`src/json_utf8_stream_validator_top_macros.svh`:
```
// ----------------------------------------------------------------------------
// JSON UTF-8 stream validator: assertion macros
// Concurrent assertion wrappers on the block clock with reset masking.
// ----------------------------------------------------------------------------
`ifndef JSON_UTF8_STREAM_VALIDATOR_TOP_MACROS_SVH
`define JSON_UTF8_STREAM_VALIDATOR_TOP_MACROS_SVH

// same-cycle implication
`define JUSV_ASSERT_NOW(label, ante, cons, msg) \
    label: assert property (@(posedge i_clk) disable iff (!i_rst_n) \
        (ante) |-> (cons)) else $error(msg);

// next-cycle implication
`define JUSV_ASSERT_NEXT(label, ante, cons, msg) \
    label: assert property (@(posedge i_clk) disable iff (!i_rst_n) \
        (ante) |=> (cons)) else $error(msg);

`endif

```
`src/jusv_pkg.sv`:
```
// ----------------------------------------------------------------------------
// JSON UTF-8 stream validator: package
// Payload types, byte codes and code point limits.
// ----------------------------------------------------------------------------
package jusv_pkg;

    localparam int CODE_W = 21;

    typedef struct packed {
        logic [7:0] data_byte;
        logic       frame_end;
    } t_in_item;

    typedef struct packed {
        logic still_valid;
        logic verdict_final;
    } t_out_item;

    localparam logic [7:0] CHR_TAB    = 8'h09;
    localparam logic [7:0] CHR_LF     = 8'h0A;
    localparam logic [7:0] CHR_CR     = 8'h0D;
    localparam logic [7:0] CHR_SPACE  = 8'h20;
    localparam logic [7:0] CHR_QUOTE  = 8'h22;
    localparam logic [7:0] CHR_BSLASH = 8'h5C;
    localparam logic [7:0] CHR_NONASC = 8'h80;

    localparam logic [7:0] LEAD2_LO = 8'hC2;
    localparam logic [7:0] LEAD2_HI = 8'hDF;
    localparam logic [7:0] LEAD3_LO = 8'hE0;
    localparam logic [7:0] LEAD3_HI = 8'hEF;
    localparam logic [7:0] LEAD4_LO = 8'hF0;
    localparam logic [7:0] LEAD4_HI = 8'hF4;

    localparam logic [1:0] TAIL_BITS = 2'b10;

    localparam logic [CODE_W-1:0] CP_MAX  = 21'h10FFFF;
    localparam logic [CODE_W-1:0] SURR_LO = 21'h00D800;
    localparam logic [CODE_W-1:0] SURR_HI = 21'h00DFFF;

    function automatic logic [CODE_W-1:0] min_code(input logic [1:0] lead_class);
        logic [CODE_W-1:0] v;
        case (lead_class)
            2'd1:    v = 21'h000080;
            2'd2:    v = 21'h000800;
            2'd3:    v = 21'h010000;
            default: v = '0;
        endcase
        return v;
    endfunction

endpackage

```
`src/jusv_stream_if.sv`:
```
// ----------------------------------------------------------------------------
// JSON UTF-8 stream validator: stream channel
// Valid/ready channel carrying one payload item per transfer.
// ----------------------------------------------------------------------------
interface jusv_stream_if #(
    parameter type t_payload = logic
);
    logic     valid;
    logic     ready;
    t_payload data;

    modport source (output valid, output data, input ready);
    modport sink   (input valid, input data, output ready);
endinterface

```
`src/json_utf8_stream_validator_top.sv`:
```
// ----------------------------------------------------------------------------
// JSON UTF-8 stream validator: top level
// Checks a byte stream for strict UTF-8 and JSON control-byte rules and
// returns a running verdict for every byte.
// ----------------------------------------------------------------------------
// Channel | Dir | Payload                      | Transfer
// i_in    | in  | data_byte[7:0], frame_end    | valid && ready
// o_out   | out | still_valid, verdict_final   | valid && ready
//
// One byte per cycle sustained unless the output stalls.
// The running state (string, escape, tails, code point, error) updates once
// per byte in a single combinational step between input and result register.
// i_rst_n is synchronous, active low, and clears all state and valids.
// A stalled output holds both stages; the input stays ready while the input
// register is empty or the result register drains.
// ----------------------------------------------------------------------------
`include "json_utf8_stream_validator_top_macros.svh"

module json_utf8_stream_validator_top (
    input  logic          i_clk,
    input  logic          i_rst_n,
    jusv_stream_if.sink   i_in,
    jusv_stream_if.source o_out
);
    import jusv_pkg::*;

    logic      r_in_valid;
    t_in_item  r_in_item;
    logic      r_out_valid;
    t_out_item r_out_item;

    logic              r_inside_string, n_inside_string;
    logic              r_escape_pending, n_escape_pending;
    logic [1:0]        r_tails_left, n_tails_left;
    logic [CODE_W-1:0] r_code_accum, n_code_accum;
    logic [1:0]        r_lead_class, n_lead_class;
    logic              r_error_seen, n_error_seen;

    t_out_item         n_out_item;
    logic              advance;
    logic              step;
    logic [7:0]        c;
    logic              last;
    logic [CODE_W-1:0] shifted;

    assign advance     = !r_out_valid || o_out.ready;
    assign step        = r_in_valid && advance;
    assign i_in.ready  = !r_in_valid || advance;
    assign o_out.valid = r_out_valid;
    assign o_out.data  = r_out_item;

    assign c       = r_in_item.data_byte;
    assign last    = r_in_item.frame_end;
    assign shifted = {r_code_accum[CODE_W-7:0], c[5:0]};

    always_comb begin
        n_inside_string  = r_inside_string;
        n_escape_pending = r_escape_pending;
        n_tails_left     = r_tails_left;
        n_code_accum     = r_code_accum;
        n_lead_class     = r_lead_class;
        n_error_seen     = r_error_seen;

        if (!r_error_seen) begin
            if (r_tails_left != 2'd0) begin
                if (c[7:6] != TAIL_BITS) begin
                    n_error_seen = 1'b1;
                end else begin
                    n_code_accum = shifted;
                    n_tails_left = r_tails_left - 2'd1;
                    if (r_tails_left == 2'd1) begin
                        if (shifted < min_code(r_lead_class) || shifted > CP_MAX ||
                            (shifted >= SURR_LO && shifted <= SURR_HI)) begin
                            n_error_seen = 1'b1;
                        end
                    end
                end
            end else if (c < CHR_SPACE) begin
                if (r_inside_string || (c != CHR_TAB && c != CHR_LF && c != CHR_CR)) begin
                    n_error_seen = 1'b1;
                end
            end else if (c < CHR_NONASC) begin
                if (r_inside_string) begin
                    if (r_escape_pending) begin
                        n_escape_pending = 1'b0;
                    end else if (c == CHR_BSLASH) begin
                        n_escape_pending = 1'b1;
                    end else if (c == CHR_QUOTE) begin
                        n_inside_string = 1'b0;
                    end
                end else if (c == CHR_QUOTE) begin
                    n_inside_string = 1'b1;
                end
            end else begin
                case (c) inside
                    [LEAD2_LO:LEAD2_HI]: begin
                        n_tails_left = 2'd1;
                        n_lead_class = 2'd1;
                        n_code_accum = {{(CODE_W-5){1'b0}}, c[4:0]};
                    end
                    [LEAD3_LO:LEAD3_HI]: begin
                        n_tails_left = 2'd2;
                        n_lead_class = 2'd2;
                        n_code_accum = {{(CODE_W-4){1'b0}}, c[3:0]};
                    end
                    [LEAD4_LO:LEAD4_HI]: begin
                        n_tails_left = 2'd3;
                        n_lead_class = 2'd3;
                        n_code_accum = {{(CODE_W-3){1'b0}}, c[2:0]};
                    end
                    default: begin
                        n_error_seen = 1'b1;
                    end
                endcase
            end
        end

        if (last && n_tails_left != 2'd0) begin
            n_error_seen = 1'b1;
        end

        n_out_item.still_valid   = !n_error_seen;
        n_out_item.verdict_final = last;

        if (last) begin
            n_inside_string  = 1'b0;
            n_escape_pending = 1'b0;
            n_tails_left     = 2'd0;
            n_code_accum     = '0;
            n_lead_class     = 2'd0;
            n_error_seen     = 1'b0;
        end
    end

    always_ff @(posedge i_clk) begin
        if (!i_rst_n) begin
            r_in_valid       <= 1'b0;
            r_out_valid      <= 1'b0;
            r_inside_string  <= 1'b0;
            r_escape_pending <= 1'b0;
            r_tails_left     <= 2'd0;
            r_code_accum     <= '0;
            r_lead_class     <= 2'd0;
            r_error_seen     <= 1'b0;
        end else begin
            if (i_in.valid && i_in.ready) begin
                r_in_valid <= 1'b1;
            end else if (step) begin
                r_in_valid <= 1'b0;
            end
            if (advance) begin
                r_out_valid <= r_in_valid;
            end
            if (step) begin
                r_inside_string  <= n_inside_string;
                r_escape_pending <= n_escape_pending;
                r_tails_left     <= n_tails_left;
                r_code_accum     <= n_code_accum;
                r_lead_class     <= n_lead_class;
                r_error_seen     <= n_error_seen;
            end
        end
    end

    always_ff @(posedge i_clk) begin
        if (i_in.valid && i_in.ready) begin
            r_in_item <= i_in.data;
        end
        if (step) begin
            r_out_item <= n_out_item;
        end
    end

    `JUSV_ASSERT_NEXT(a_clear_after_final, step && last,
        r_tails_left == 2'd0 && !r_error_seen && !r_inside_string,
        "state not cleared after final byte")
    `JUSV_ASSERT_NOW(a_verdict_tracks_error, r_out_valid && !r_out_item.verdict_final,
        r_out_item.still_valid == !r_error_seen,
        "running verdict disagrees with error flag")
    `JUSV_ASSERT_NOW(a_escape_in_string, r_escape_pending, r_inside_string,
        "escape pending outside a string")
    `JUSV_ASSERT_NOW(a_tails_within_class, r_tails_left != 2'd0,
        r_tails_left <= r_lead_class,
        "more tails expected than the lead byte allows")
    `JUSV_ASSERT_NOW(a_stall_only_on_backpressure, !i_in.ready,
        r_out_valid && !o_out.ready,
        "input stalled without output backpressure")

endmodule
```
`src/flat_wrapper.sv`:
```
// flat-port wrapper written by rule: the top's interface ports become plain ports
module json_utf8_stream_validator_top_flat import jusv_pkg::*;
  (i_clk, i_rst_n, i_in_valid, i_in_data, i_in_ready, o_out_valid, o_out_data, o_out_ready);
  jusv_stream_if i_in_i ();
  jusv_stream_if o_out_i ();
  input  logic i_clk;
  input  logic i_rst_n;
  input wire logic [$bits(i_in_i.valid)-1:0] i_in_valid;
  input wire logic [$bits(i_in_i.data)-1:0] i_in_data;
  output wire logic [$bits(i_in_i.ready)-1:0] i_in_ready;
  output wire logic [$bits(o_out_i.valid)-1:0] o_out_valid;
  output wire logic [$bits(o_out_i.data)-1:0] o_out_data;
  input wire logic [$bits(o_out_i.ready)-1:0] o_out_ready;
  assign i_in_i.valid = i_in_valid;
  assign i_in_i.data = i_in_data;
  assign i_in_ready = i_in_i.ready;
  assign o_out_valid = o_out_i.valid;
  assign o_out_data = o_out_i.data;
  assign o_out_i.ready = o_out_ready;
  json_utf8_stream_validator_top u_core (.i_clk(i_clk), .i_rst_n(i_rst_n), .i_in(i_in_i), .o_out(o_out_i));
endmodule
```
`config.mk`:
```
export PLATFORM = sky130hd
export DESIGN_NAME = json_utf8_stream_validator_top_flat
export DESIGN_NICKNAME = d
export VERILOG_FILES = /design/src/jusv_pkg.sv /design/src/jusv_stream_if.sv /design/src/json_utf8_stream_validator_top.sv /design/src/flat_wrapper.sv
export VERILOG_INCLUDE_DIRS = /design/src /design/src/src
export SDC_FILE = /design/constraint.sdc
export NUM_CORES = 1
export LEC_CHECK = 0
export BUFFER_PORTS_ARGS = -buffer_cell sky130_fd_sc_hd__clkbuf_2
export CELL_PAD_IN_SITES_DETAIL_PLACEMENT = 0
export CELL_PAD_IN_SITES_GLOBAL_PLACEMENT = 2
export CORE_AREA = 4 4 41 43
export CTS_CLUSTER_DIAMETER = 200
export DETAILED_ROUTE_END_ITERATION = 7
export DIE_AREA = 0 0 45 47
export PLACE_DENSITY = 0.38
export SLEW_MARGIN = 20
export SYNTH_ARGS = -nofsm -noshare
export SYNTH_HDL_FRONTEND = slang
export SYNTH_SLANG_ARGS = --single-unit
```
`constraint.sdc`:
```
create_clock -name i_clk -period 0.8 [get_ports i_clk]
set_input_delay 0.16 -clock i_clk [delete_from_list [all_inputs] [get_ports i_clk]]
set_output_delay 0.16 -clock i_clk [all_outputs]
set_load 0.01 [all_outputs]
```
==> flow_metrics.tcl <==
set metrics [dict create \
    status "finished, violations left" \
    violations "setup timing" \
    p_int_uw 444.3 \
    worstSkewPairLatency_ps 240 \
    grt_max_degree 5 \
    rows 13 \
    path_cells "buf_6, nand3b_4, buf_6" \
    cts.sinks 4 \
    cts_tree "yes" \
    root_buffer "clkbuf_4" \
    finalNetCount 29 \
    gp_congestion 0.6142 \
    max_stage_delay_ps 330 \
    first_pass_iters 2 \
    timing.slew.headroom_pct 92.64 \
    fin_ws_ps -221.2 \
    post-route-util_pct 20.77 \
    p_clk_share_pct 50.0 \
    die-area_um2 2115 \
    max-vdd-ir-drop_mv 0.7874 \
    crit_slowest_cell "dfxtp_4" \
    fin_worst_skew_ps 11.85 \
    final-instance-count-excl-fill 38 \
    h-tree-depth 1 \
    switching_share_pct 21.64 \
    cpMostUsedCell "buf_6" \
    setup_violations 5 \
    antennaDiodeCount 0 \
    totalWireLength_um 352 \
    maxCapViolCount 0 \
    ys_types 9 \
    crit_family "flip-flops" \
    grt_remaining_overflow 0 \
    seq_area_frac_synth_pct 61.07 \
    start_kind "flop" \
    drc 0 \
    p_leak_nw 0.1340 \
    antenna_found_initial 0 \
    crit_type "flop to primary output" \
    wl_per_cell_um 9.263 \
    synth_cells 11 \
    port_buffers 7 \
    cp.required_ps 640 \
    vias 129 \
    initial_utilization_pct 12.60 \
    switchingPower_uw 122.7 \
    die_x_um 45 \
    cp_num_buf_inv 2 \
    vias_per_cell 3.395 \
    core_area_um2 1301 \
    grt_setup_unrepaired "true" \
    hold_viol 0 \
    grt_pass1_wl_um 655 \
    p_per_area_nw_per_um2 2098 \
    final_common_cell "clkbuf_2" \
    yosysWarnings 0 \
    ys_ff_latch 4 \
    critPathMaxFanout 2 \
    drt_iter0_markers 5 \
    first_global_vias 155 \
    clk_path_buf_depth 2 \
    area_growth_pct 64.89 \
    avgSynthCellArea_um2 14.90 \
    ant_nets 0 \
    grt_use_total_pct 5.459 \
    slew_viol_final 0 \
    max_freq_mhz 979.3 \
    ios 8 \
    seq_power_share_pct 41.4 \
    post-place-cells 34 \
    post_route_cells_drive_above_1_share_pct 69.57 \
    hold_buffers 0 \
    combPwrFrac_pct 8.6 \
    tightest_slew_ps 110.2 \
    layout_common_cells "clkbuf_2 (5), clkbuf_4 (3), buf_6 (2), edfxtp_1 (2)" \
    synth_area_um2 163.9 \
    hp-class "input pin to flop" \
    fin_crit_sh_pct 127.6 \
    critical_path_arrival_ps 860 \
    syn_nets 16 \
    final.min_clock_period_ps 1021 \
    dieHeight_um 47 \
    cts.clk_slew.worst_paths_ps 50 \
    numCtsBuffers 3 \
    end_kind "primary output" \
]
[cell usage after synthesis]
cell,count,area [µm²]
nand3b_4,1,20.02
nor2b_4,1,13.76
o21a_1,1,7.510
a21oi_1,1,5.000
inv_1,1,3.750
dfxtp_1,2,40.04
edfxtp_1,2,60.06
a21boi_1,1,7.510
nor2b_1,1,6.260
[layout make-up]
class / count / area, µm²
fillers: 152 / 1031
repair buffers: 8 / 52.55
inverters: 1 / 3.754
clock buffers: 4 / 26.28
flip-flops and latches: 4 / 105.1
multi-input cells: 6 / 63.81
well taps: 15 / 18.77
[stage by stage]
stage / cell area [µm²] / power [mW] / setup WS, ps / setup TNS, ps / hold slack [ps]
after floorplan: 171.4 / 0.2594 / -76.96 / -151.1 / 258.9
after global placement: 232.7 / 0.2847 / -72.28 / -158.2 / 344.5
after detailed placement: 232.7 / 0.2843 / -82.06 / -174.3 / 338.6
after CTS: 264.0 / 0.5790 / -246.9 / -633.4 / 90.18
after global routing: 270.3 / 0.6089 / -264.1 / -786.9 / 78.66
final: 270.3 / 0.5670 / -221.2 / -596.4 / 93.93
[kinds of logic (layout without fill, tap and decap cells)]
logic type,Yosys count,count (layout),share of synthesized area [%]
AO/OA/AOI/OAI,3,3,12.21
buffers and inverters,1,13,2.288
flip-flops,4,4,61.07
AND/OR/NAND/NOR,3,3,24.43
[worst register-to-register path: stages (launching register included)]
cell and delay [ps]:
dfxtp_4 330, nor2b_4 130, a21oi_2 130
[routing by layer]
| metal | track usage, % | share of wire (%) | up-vias |
|---|---|---|---|
| met2 | 6.780 | 45 | 8 |
| met3 | 8.046 | 18 | 0 |
| met4 | 3.509 | 0 | 0 |
| met5 | 0 | 0 | - |
| met1 | 4.110 | 37 | 59 |
| li1 | - | - | 62 |
[path summary, 6_finish.rpt]
kind / slack (ps) / cells after the start / endpoint / from
setup / recovery: -220 / 3 / i_in_ready / u_core.o_out.valid
hold / removal: 90 / 1 / u_core.last / i_in_data
setup reg to reg: -70 / 2 / u_core.last / u_core.o_out.valid
hold reg to reg: 450 / 0 / u_core.o_out.data / u_core.last
[state kept, by name, summed over array words and instances, names as in the netlist]
register and cells:
u_core.o_out.data 1, u_core.o_out.valid 1, u_core.last 1, u_core.r_in_valid 1
[power by group through the flow]
| stage | combinational [mW] | sequential [mW] | clock (mW) |
|---|---|---|---|
| 2_1_floorplan | 0.0184 | 0.241 | 0 |
| 3_3_place_gp | 0.0475 | 0.237 | 0 |
| 3_5_place_dp | 0.0475 | 0.237 | 0 |
| 4_1_cts | 0.0493 | 0.235 | 0.295 |
| 5_1_grt | 0.0555 | 0.236 | 0.317 |
| 6_report | 0.0487 | 0.235 | 0.283 |
[what timing repair did]
| item | in CTS | in global routing |
|---|---|---|
| setup buffers | 0 | 0 |
| setup endpoints to repair | 5 | 5 |
| pin swaps | 0 | 1 |
| gates resized for setup | 2 | 3 |
Power figures use the tool's default switching activity.
